### src/design/mta_ram.sv
// ----------------------------------------------------------------------------
// mta_ram: generic simple dual-port RAM
// One write port and one read port; the read data is registered.
// ----------------------------------------------------------------------------
module mta_ram #(
  parameter int WIDTH = 8,
  parameter int DEPTH = 16
) (
  input  logic                     clk,
  input  logic                     we,
  input  logic [$clog2(DEPTH)-1:0] waddr,
  input  logic [WIDTH-1:0]         wdata,
  input  logic [$clog2(DEPTH)-1:0] raddr,
  output logic [WIDTH-1:0]         rdata
);

  logic [WIDTH-1:0] mem [DEPTH];

  always_ff @(posedge clk) begin
    if (we) begin
      mem[waddr] <= wdata;
    end
    rdata <= mem[raddr];
  end

endmodule

### config.mk
export PLATFORM = sky130hd
export DESIGN_NAME = mta_ram
export DESIGN_NICKNAME = d
export VERILOG_FILES = /design/src/design/mta_ram.sv
export SDC_FILE = /design/constraint.sdc
export NUM_CORES = 1
export LEC_CHECK = 0
export ABC_AREA = 1
export BUFFER_PORTS_ARGS = -buffer_cell sky130_fd_sc_hd__buf_2
export CORE_MARGIN = 4
export CORE_UTILIZATION = 40
export CTS_CLUSTER_DIAMETER = 40
export DETAILED_ROUTE_END_ITERATION = 7
export PLACE_DENSITY_LB_ADDON = 0.2
export SLEW_MARGIN = 15
export SYNTH_ARGS = -nofsm -noshare
export SYNTH_HDL_FRONTEND = slang
export SYNTH_SLANG_ARGS = --single-unit
### constraint.sdc
create_clock -name clk -period 1.2 [get_ports clk]
set_input_delay 0.24 -clock clk [delete_from_list [all_inputs] [get_ports clk]]
set_output_delay 0.24 -clock clk [all_outputs]
set_load 0.05 [all_outputs]
# Word-level counts from Yosys, hierarchy flattened
# Memory sizes are Yosys's and may differ from the RTL's. A register that Yosys moved wholly into a read port is not among the register bits.
# Cells that the tools add are included.
# totals
regBits	0
ram_bits	128
output_inout_bits	8
memories	1
# classes
muxes	2
# memory_table
memory	words	width	rd	rd_ports_with_merged_regs	write_ports	line	text
mem	16	8	1	1	1	17	logic [WIDTH-1:0] mem [DEPTH];
# ops
cell	n
$mux 1	2

# Logic depth before layout (Yosys ltp)
# logic_depth
depth_word	2
mapped_depth	8
depth_no_buf	7

# Least setup slack after synthesis
# Ideal clock, no wire load.
# synth_timing
kind	input-to-reg
startpoint	in waddr[3]
endpoint	mem mem[4][0], enable pin
setup_time_ns	0.370
arrival_ns	0.821
path_slack_ns	0.009
stages	2
path_cell_list	nand3b_1 nor2_1
# synth_lines
item	line	text
from (decl)	11	input logic [$clog2(DEPTH)-1:0] waddr,
to (decl)	17	
# No word-level cell before the write port.

# Worst setup path in the final report
# layout_timing
startpoint	reg rdata[2] (read register of mem)
endpoint	out rdata[2]
# layout_lines
item	line	text
from (decl)	14	output logic [WIDTH-1:0] rdata
# No word-level cell between the ends.

==> impl_metrics.yaml <==
status:
  status: "complete, no violations"
place:
  dp_slack_ns: -0.187
  routabilityCongestion: 0.786
  hpwl_mm: 8.55
  io_buffers: 25
power:
  p_int_mw: 8.85
  p_switching_mw: 2.49
  power_frac_comb_pct: 7.5
  leakage_nw: 3.04
  p_sw_share_pct: 22.0
  p_clk_share_pct: 45.2
  p_seq_share_pct: 47.2
  power_density_nw_per_um2: 1630
  max-vdd-ir-drop_mv: 0.924
layout:
  area_growth_pct: 20.7
  finalNetCount: 628
  utilization_pct: 49.7
  diodes: 0
  fillers: 1259
  final_layout_size_suffix_gt1_share_pct: 15.9
clocking:
  cts_setup_buffers: 0
  clk_latency_ns: 0.40
  root_buffer: "clkbuf_16"
  cts_max_level: 4
  cts_tree: "done"
  clk_pin_slew_worst_paths_ns: 0.06
  clockBufferDepth: 2
  cts_made_buffers: 17
  clock_sinks: 136
worst_setup_path:
  cp_num_cells: 1
  cp-end-kind: "output port"
  path_buf_inv: 1
  r2r_end: "rdata[3]"
  rr_startpoint: "mem[10][3]"
  cp_max_fo: 1
  cp-endpoint: "rdata[2]"
  worst-setup-path-type: "register to output port"
  cp.required_ns: 0.96
  crit_path_start_kind: "register"
  crit_chain: "buf_6"
  path_delay_family: "flip-flops"
  cp-startpoint: "rdata[2]"
  crit_slowest_cell: "dfxtp_2"
  critPathMaxStageDelay_ns: 0.36
  worstRegToRegCells: 6
  arrival_ns: 0.92
  r2r_slack_ns: 0.22
synth:
  synthArstFlopShare_pct: 0
  synthTopCellsByCount: "nand2_1 (173), edfxtp_1 (128), inv_1 (100)"
  syn_nets: 569
  ys_ff_latch: 136
  netlist_area_sq_um: 5770
  yosysMostFrequentCell: "nand2_1"
  yosysSeqAreaShare_pct: 69.4
  synth_edf_count: 128
  syn-mean-instance-area_sq_um: 10.5
  synth_top_cell_by_area: "edfxtp_1"
  synth_warnings: 0
  ys_top_cells_by_area: "edfxtp_1 (67%), nand2_1 (11%), nand3_1 (8.4%)"
  syn_inst: 551
  synth_top_area_share_pct: 66.7
  ys.flop_type: "edfxtp_1"
  ys_types: 12
drt:
  wire_per_inst_um: 16.5
  via_per_inst: 4.78
  drt_iter0_drc: 437
  vias: 3839
  drcViolationCount: 0
  drtPass1Iterations: 5
  wl_mm: 13.2
  ant_nets: 0
sta:
  worst_pin_slew_ns: 0.426
  fin_crit_ns: 1.16
  layout_setup_ws_ns: 0.0405
  fmax_ghz: 0.862
  finalClockSkew_ns: 0.00661
  hold_viol: 0
  slew_headroom_pct: 71.6
  setup_violations: 0
  slew_violations: 0
  rsz0062_at_grt: "no"
  fin_crit_sh_pct: 96.6
die:
  start_util_pct: 41.2
  ioPinCount: 26
  rows: 43
  dieHeight_um: 128
  die_area_sq_um: 16400
  core_area_sq_um: 14000
  dieWidth_um: 128
global_route:
  grt_start_max_net_pins: 46
  grt_first_pass_wirelength_mm: 20.9
  grt_pass1_vias: 3846
  antenna_found_initial: 0
  grt_use_total_pct: 17.0
  grt-ovfl-total: 0
flow_run:
  max-cap-violations: 0
min_path:
  hp-class: "input pin to register"
## how the worst min path moves through the flow
| stage | startpoint | end | slack [ns] | depth (start not counted) |
|---|---|---|---|---|
| detailed placement | mem[3][4] | rdata[4] | 0.65 | 6 |
| floorplan | wdata[0] | mem[0][0] | 0.34 | 0 |
| global route | wdata[0] | mem[10][0] | 0.26 | 1 |
| finish | wdata[0] | mem[13][0] | 0.26 | 1 |
| CTS | wdata[0] | mem[10][0] | 0.25 | 1 |
| global placement | mem[3][4] | rdata[4] | 0.65 | 6 |
## repair_timing
item / in CTS / in global routing
hold buffers: 0 / 0
endpoints found under the setup margin: 8 / 0
gates resized for setup: 16 / 0
endpoints found under the hold margin: 0 / 0
## worst register-to-register path, cell delays in order, from the launching register on
cell,delay (ns)
edfxtp_1,0.36
nand2_1,0.08
nand2_1,0.06
nand2_1,0.05
nand3_1,0.10
nand3_1,0.13
nand2_1,0.08
## sequential cells by signal, indices dropped and copies added (netlist names)
register and cells:
rdata 8, mem 128
## area by class of cell
type | instances | area, sq um | share of cell area (%)
clock buffer | 19 | 433 | 6.22
clock inverter | 13 | 155 | 2.23
inverter | 102 | 383 | 5.50
multi-input combinational | 289 | 1210 | 17.4
sequential | 136 | 4010 | 57.6
tap | 180 | 225 | 3.24
timing repair buffer | 64 | 541 | 7.77
## per-layer routing
layer / up-vias / wire length (um) / global-route usage (%) / share of wire, %
li1: 1890 / - / - / -
met1: 1824 / 6220 / 24.2 / 47
met2: 108 / 6100 / 26.3 / 46
met3: 17 / 715 / 3.62 / 5.4
met4: 0 / 210 / 4.93 / 1.6
met5: - / 0 / 0 / 0
## stage by stage
step                      power (mW)  cells  area (sq um)  hold slack [ns]  setup TNS (ns)
final                           11.3    803          6960            0.257               0
after detailed placement        6.28    771          6330            0.651           -3.57
after global placement          6.27    771          6330            0.647           -2.80
after CTS                       11.4    803          6960            0.253               0
after global routing            11.7    803          6960            0.257               0
after floorplan                 5.92    551          5770            0.339               0
## power by group through the flow
| stage | combinational, mW | clock [mW] | sequential, mW |
|---|---|---|---|
| finish | 0.855 | 5.13 | 5.35 |
| global route | 0.934 | 5.42 | 5.36 |
| CTS | 0.866 | 5.19 | 5.35 |
| detailed placement | 0.836 | 0 | 5.44 |
| global placement | 0.828 | 0 | 5.44 |
| floorplan | 0.375 | 0 | 5.54 |
## layout by cell type (no fill, tap or decap)
| cell type | synthesis | layout |
|---|---|---|
| nand2_1 | 173 | 173 |
| edfxtp_1 | 128 | 128 |
| inv_1 | 100 | 100 |
| nand3_1 | 97 | 97 |
| buf_4 | 4 | 36 |
| nor2_1 | 17 | 17 |
| clkbuf_16 | 0 | 17 |
| buf_2 | 13 | 17 |
| buf_12 | 0 | 7 |
| clkinv_2 | 0 | 4 |
| buf_6 | 6 | 4 |
| dfxtp_2 | 0 | 4 |
| dfxtp_1 | 8 | 4 |
| clkinv_4 | 0 | 3 |
| bufinv_16 | 0 | 3 |
| inv_2 | 2 | 2 |
| nand3b_1 | 2 | 2 |
| clkinvlp_4 | 0 | 2 |
| clkbuf_1 | 0 | 2 |
| clkinv_1 | 0 | 1 |
## logic make-up after synthesis
logic type / count (synthesis) / synth area share, %
and+or+nand+nor: 289 / 21.0
DFF: 136 / 69.4
buffers and inverters: 126 / 9.52
Note: power is estimated with default switching activity, not from simulation.
