--- config.mk ---
export PLATFORM = sky130hd
export DESIGN_NAME = mta_div
export DESIGN_NICKNAME = d
export VERILOG_FILES = /design/src/design/mta_pkg.sv /design/src/design/mta_div.sv
export SDC_FILE = /design/constraint.sdc
export NUM_CORES = 1
export LEC_CHECK = 0
export BUFFER_PORTS_ARGS = -buffer_cell sky130_fd_sc_hd__buf_2
export CAP_MARGIN = 20
export CORE_ASPECT_RATIO = 0.7
export CORE_MARGIN = 10
export CORE_UTILIZATION = 40
export CTS_CLUSTER_SIZE = 14
export DETAILED_ROUTE_END_ITERATION = 10
export GPL_TIMING_DRIVEN = 0
export PLACE_DENSITY = 0.74
export SLEW_MARGIN = 20
export SYNTH_ARGS = -nofsm -noshare
export SYNTH_HDL_FRONTEND = slang
export SYNTH_SLANG_ARGS = --single-unit
--- constraint.sdc ---
create_clock -name clk -period 3.5 [get_ports clk]
set_input_delay 1.05 -clock clk [delete_from_list [all_inputs] [get_ports clk]]
set_output_delay 1.05 -clock clk [all_outputs]
set_load 0.05 [all_outputs]
--- src/design/mta_pkg.sv ---
// ----------------------------------------------------------------------------
// mta_pkg: shared types and constants of the timestamped moving average
// Sizes, configuration register indexes, beat structs and the divider
// request/response structs.
// ----------------------------------------------------------------------------
package mta_pkg;

  localparam int MAX_WINDOW  = 256;
  localparam int VALUE_WIDTH = 32;
  localparam int TIME_WIDTH  = 48;

  // Width of the window_length register as written by software.
  localparam int WL_W      = 9;
  // Width that holds an effective window length of 1 .. MAX_WINDOW.
  localparam int LEN_W     = $clog2(MAX_WINDOW + 1);
  // Width of a slot index into the ring.
  localparam int PTR_W     = $clog2(MAX_WINDOW);
  // Running sum of up to MAX_WINDOW signed values.
  localparam int SUM_W     = VALUE_WIDTH + $clog2(MAX_WINDOW);
  localparam int DIV_CNT_W = $clog2(SUM_W + 1);
  localparam int ENTRY_W   = TIME_WIDTH + VALUE_WIDTH;
  localparam int CFG_IDX_W = 4;

  localparam logic [CFG_IDX_W-1:0] CFG_WINDOW_LENGTH = CFG_IDX_W'(0);
  localparam logic [CFG_IDX_W-1:0] CFG_CENTER_TIME   = CFG_IDX_W'(1);

  typedef struct packed {
    logic        [TIME_WIDTH-1:0]  sample_time;
    logic signed [VALUE_WIDTH-1:0] sample_value;
  } in_beat_t;

  typedef struct packed {
    logic        [TIME_WIDTH-1:0]  out_time;
    logic signed [VALUE_WIDTH-1:0] out_mean;
  } out_beat_t;

  typedef struct packed {
    logic             start;
    logic             negate;
    logic [SUM_W-1:0] magnitude;
    logic [LEN_W-1:0] divisor;
  } div_req_t;

  typedef struct packed {
    logic                   done;
    logic [VALUE_WIDTH-1:0] quotient;
  } div_rsp_t;

endpackage

--- src/design/mta_div.sv ---
// ----------------------------------------------------------------------------
// mta_div: serial restoring divider
// Divides a sum magnitude by the window length, one quotient bit per cycle,
// and applies the sign at the end so the result truncates toward zero.
// ----------------------------------------------------------------------------
module mta_div (
  input  logic              clk,
  input  logic              rst_n,
  input  mta_pkg::div_req_t req,
  output mta_pkg::div_rsp_t rsp
);

  logic [mta_pkg::DIV_CNT_W-1:0] cnt_r, cnt_nxt;
  logic                          done_r, done_nxt;
  logic [mta_pkg::SUM_W-1:0]     quot_r, quot_nxt;
  logic [mta_pkg::LEN_W-1:0]     rem_r, rem_nxt;
  logic [mta_pkg::LEN_W-1:0]     divisor_r, divisor_nxt;
  logic                          neg_r, neg_nxt;
  logic [mta_pkg::LEN_W:0]       trial;
  logic                          fits;
  logic [mta_pkg::SUM_W-1:0]     signed_quot;

  // The partial remainder with the next dividend bit brought in.
  assign trial = {rem_r, quot_r[mta_pkg::SUM_W-1]};
  assign fits  = (trial >= {1'b0, divisor_r});

  always_comb begin
    cnt_nxt     = cnt_r;
    done_nxt    = done_r;
    quot_nxt    = quot_r;
    rem_nxt     = rem_r;
    divisor_nxt = divisor_r;
    neg_nxt     = neg_r;
    if (req.start) begin
      cnt_nxt     = mta_pkg::DIV_CNT_W'(mta_pkg::SUM_W);
      done_nxt    = 1'b0;
      quot_nxt    = req.magnitude;
      rem_nxt     = '0;
      divisor_nxt = req.divisor;
      neg_nxt     = req.negate;
    end else if (cnt_r != '0) begin
      cnt_nxt  = cnt_r - mta_pkg::DIV_CNT_W'(1);
      quot_nxt = {quot_r[mta_pkg::SUM_W-2:0], fits};
      rem_nxt  = fits ? mta_pkg::LEN_W'(trial - {1'b0, divisor_r})
                      : mta_pkg::LEN_W'(trial);
      if (cnt_r == mta_pkg::DIV_CNT_W'(1)) begin
        done_nxt = 1'b1;
      end
    end
  end

  always_ff @(posedge clk) begin
    if (!rst_n) begin
      cnt_r  <= '0;
      done_r <= 1'b0;
    end else begin
      cnt_r  <= cnt_nxt;
      done_r <= done_nxt;
    end
  end

  always_ff @(posedge clk) begin
    quot_r    <= quot_nxt;
    rem_r     <= rem_nxt;
    divisor_r <= divisor_nxt;
    neg_r     <= neg_nxt;
  end

  assign signed_quot  = neg_r ? (~quot_r + mta_pkg::SUM_W'(1)) : quot_r;
  assign rsp.done     = done_r;
  assign rsp.quotient = signed_quot[mta_pkg::VALUE_WIDTH-1:0];

`ifndef SYNTHESIS
  // While the divider iterates it never reports a result.
  a_busy_not_done: assert property (@(posedge clk) disable iff (!rst_n)
    (cnt_r != '0) |-> !done_r)
    else $error("divider reports done while still iterating");

  // A start always leads into a full run of iterations.
  a_start_runs: assert property (@(posedge clk) disable iff (!rst_n)
    req.start |=> (cnt_r == mta_pkg::DIV_CNT_W'(mta_pkg::SUM_W)) && !done_r)
    else $error("divider did not begin a run after start");

  // The remainder stays below the divisor between steps.
  a_rem_bound: assert property (@(posedge clk) disable iff (!rst_n)
    (cnt_r != '0) && (cnt_r != mta_pkg::DIV_CNT_W'(mta_pkg::SUM_W)) |-> rem_r < divisor_r)
    else $error("divider remainder out of range");
`endif

endmodule

# Word-level counts from Yosys, hierarchy flattened
# Index checks and enable logic that the tools add are counted.
word_totals:
  regBits: 66
  latch_bits: 0
  mem_bits_rw: 0
  romBits: 0
  mem_count: 0
classes:
  n_addsub: 3
  n_mul: 0
  n_div: 0
  order_cmp: 1
  eq_ne: 1
  n_shift: 0
  muxes: 6
  n_bitwise: 2
  reduce_logical: 4
op_table:
  columns: ["operator", "n"]
  rows:
  - ["two-way mux 40 bit", 2]
  - ["adder 32 x 1 -> 32 bit, second input constant", 1]
  - ["two-way mux 32 bit", 1]
  - ["NOT 32 bit", 1]
  - ["two-way mux 6 bit", 2]
  - ["greater-or-equal comparator 10 x 9 -> 1 bit", 1]
  - ["two-way mux 9 bit", 1]
  - ["subtractor 9 bit", 1]
  - ["== test 6 x 1 -> 1 bit, second input constant", 1]
  - ["nonzero test 6 bit", 1]
  - ["subtractor 6 x 1 -> 6 bit, second input constant", 1]
  - ["AND reduction 2 bit", 1]
  - ["nonzero test 2 bit", 1]
  - ["OR reduction 2 bit", 1]
  - ["NOT 1 bit", 1]

# Longest topological paths before layout
depth:
  word_depth: 3
  depth_mapped: 10
  mapped_depth_nobuf: 9

# Least setup slack after synthesis
# Ideal clock, no wire load.
synth_timing:
  path_type: "flip-flop to output port"
  from: "register quot_r[17] (netlist name)"
  to: "output port rsp[21] (netlist name)"
  t_arrival_ps: 2135
  slack_ps: 315
  path_stages_with_launch: 5
  path_buffers: 0
  cell_sequence: "edfxtp_1 -> or4_4 -> or2_2 -> o41ai_1 -> xnor2_1"
synth_lines:
  columns: ["element", "line", "rtl"]
  rows:
  - ["start: declaration", "mta_div.sv:15", "logic [mta_pkg::SUM_W-1:0] quot_r, quot_nxt;"]
  - ["start signal: assignment", "mta_div.sv:63", "quot_r <= quot_nxt;"]
  - ["end: declaration", "mta_div.sv:10", "output mta_pkg::div_rsp_t rsp"]

==> impl_metrics.ini <==
[synth]
synthDominantCellAreaShare = 0.3946
synthesis.area_sq_um = 3805
synthTopCellsByCount = 50 x edfxtp_1, 39 x mux2_2, 34 x xnor2_1
synthCells = 334
postSynth.asyncResetShare = 0
synth_warnings = 0
synth.top_cells.by_area = edfxtp_1 39%, mux2_2 12%, dfxtp_1 8.4%, xnor2_1 7.8%, ha_1 4.3%
synthDominantAreaCellType = edfxtp_1
synth-seq-cells = 66
synth_most_common_cell = edfxtp_1
post_synth.cell_area_avg_sq_um = 11.39
synth_edf_count = 50
synth_cell_types = 49
synth.net_count = 401
ys_seq_area_frac = 0.4788
yosys_most_used_dff = edfxtp_1

[outcome]
outcome = complete, but fails checks
failing_checks = negative setup slack

[timing]
timing.clock.skew_ns = 0.006876
final.hold.worst_slack_ns = 0.4683
finalHoldViolCount = 0
timing.fmax_ghz = 0.2734
slew_viol_final = 0
finalSetupTns_ns = -1.210
max_slew_margin = 0.4603
post-route-period-util = 1.045
rsz0062_at_grt = yes
setup_ws_ns = -0.1572
tightestPinTransition_ns = 0.8095
setup_viol_count_final = 15
fin_crit_ns = 3.657

[worst_setup_path]
reg2reg_from = quot_r[39]
crit_path_end = rsp[31]
timing.setup.critical_path_class = reg2out
rrSetupSlack_ns = 0.71
endpoint_kind = output port
crit-reg2reg-capture = rem_r[0]
rr_worst_depth = 10
critPathLaunchType = flip-flop
signal_arrival_time_at_the_worst_endpoint_ns = 2.61
crit_path_start = quot_r[20]
critical_path.max_fanout = 4
worst_ep_required_time_ns = 2.45

[routing]
route.antenna.remaining_nets = 0
dr_total_vias = 2932
viasPerCell = 5.153
drt_pre_antenna_iters = 4
wl_per_cell_microns = 17.07
drcViolationCount = 0
drt_iter0_drc = 114
drt-total-wl_microns = 9713

[die]
die_wd_microns = 136.6
start_util = 0.4145
core-area_sq_um = 9180
number_of_primary_i_o_pins = 86
chipHeight_microns = 101.6
rows = 29
floorplan.die_area_sq_um = 13880

[placed_design]
hpwl_microns = 7183
portBuffers = 85
finalWeightedCongestion = 0.8109

[clock_tree]
clock_insertion_delay_worst_skew_ns = 0.33
clock_tree_root_driver_cell = clkbuf_16
numCtsBuffers = 9
clk_transition_reported_paths_ns = 0.05
number_of_buffers_added_to_fix_hold_violations_after_cts = 0
htreeDepth = 3
tritoncts_clock_tree = built
cts_sinks = 66
clk_path_buf_depth = 2

[finish]
antenna_cells_inserted = 0
drive_above_1_share = 0.4000
layout-area-overhead-vs-synth_pct = 30.25
final_net_count = 507

[run]
max_cap_viols = 0

[power]
cellPowerDensity_nw_per_um2 = 712.6
vdd_ir_drop_max_mv = 0.4816
p_leak_nw = 1.984

[grt]
grt_first_pass_wirelength_microns = 15650
grt_overflow_total = 0
grt.total_usage = 0.1436
grt_antenna_before_repair = 0
grt_start_max_net_pins = 32
grt_pass1_vias = 3043

[worst_hold_path]
hold_path_class = reg2reg
==> layout by cell type (no fill, tap or decap), drive strengths merged, types with 11 or more instances in the layout <==
cell type,synthesis,routed
dfxtp,16,16
clkbuf,5,20
buf,7,100
edfxtp,50,50
mux2,39,39
nor2,19,19
xnor2,34,34
o31ai,11,11
ha,13,13
o21ai,18,18
inv,18,18
nand2,24,24
==> sequential cells by signal (all words and copies together) (netlist names) <==
signal,flops
neg_r,1
rem_r,9
done_r,1
cnt_r,6
divisor_r,9
quot_r,40
==> critical path, cell delays in order, from the launching register on <==
cell and delay [ns]:
edfxtp_1 0.48, or4_1 0.62, nor4_4 0.30, nand3_4 0.14, buf_4 0.16, o31ai_4 0.20
xnor2_1 0.15, buf_4 0.22
==> per-stage QoR <==
step | setup WS (ns) | utilization | instance area [sq um] | power, mW | cells
6_report | -0.1572 | 0.5399 | 4956 | 3.532 | 569
4_1_cts | -0.09499 | 0.5265 | 4833 | 3.518 | 568
5_1_grt | -0.3140 | 0.5399 | 4956 | 3.734 | 569
2_1_floorplan | 0.3147 | - | 3805 | 2.254 | 334
3_3_place_gp | -0.5881 | 0.4777 | 4385 | 2.554 | 543
3_5_place_dp | 0.1382 | 0.4799 | 4405 | 2.591 | 544
==> logic make-up after synthesis <==
kind of cell / after synthesis / synth area share
muxes: 40 / 0.1181
AOI/OAI and AO/OA: 64 / 0.1177
DFF: 66 / 0.4788
xor gates and xnor gates: 38 / 0.08747
buffers and inverters: 30 / 0.03189
adders and majority gates: 14 / 0.04801
and+or+nand+nor: 82 / 0.1181
==> where the power goes <==
group          internal (mW)  switching, mW  leakage, nW
combinational          0.545          0.941         1.19
clock                  0.532          0.320        0.143
sequential              1.04          0.157        0.647
total                   2.11           1.42         1.98
==> final cells by class <==
| cell class | count | area (sq um) |
|---|---|---|
| fill | 817 | 4224 |
| multi-input combinational | 238 | 2003 |
| sequential | 66 | 1822 |
| timing repair buffer | 95 | 570.5 |
| clock buffer | 13 | 270.3 |
| tap | 124 | 155.1 |
| inverter | 18 | 67.56 |
| buffer | 12 | 53.80 |
| clock inverter | 3 | 13.76 |
==> worst min path at each step <==
stage	start	endpoint	slack, ns	cells past startpoint
floorplan	done_r	done_r	0.44	2
global placement	done_r	done_r	0.46	2
detailed placement	done_r	done_r	0.46	2
CTS	done_r	done_r	0.48	2
global route	done_r	done_r	0.51	2
finish	done_r	done_r	0.47	2
==> per-layer routing <==
| layer | vias up | track usage | wire length [microns] |
|---|---|---|---|
| met1 | 1378 | 0.1835 | 4476 |
| met5 | - | 0 | 0 |
| met3 | 14 | 0.05242 | 674 |
| li1 | 1457 | - | - |
| met2 | 83 | 0.2188 | 4413 |
| met4 | 0 | 0.05143 | 148 |
==> timing repair <==
item,4_1_cts,5_1_grt
pin swaps,0,9
resized for setup,25,29
setup endpoints to repair,16,22
buffers inserted,8,1
Power figures use the tool's default switching activity.
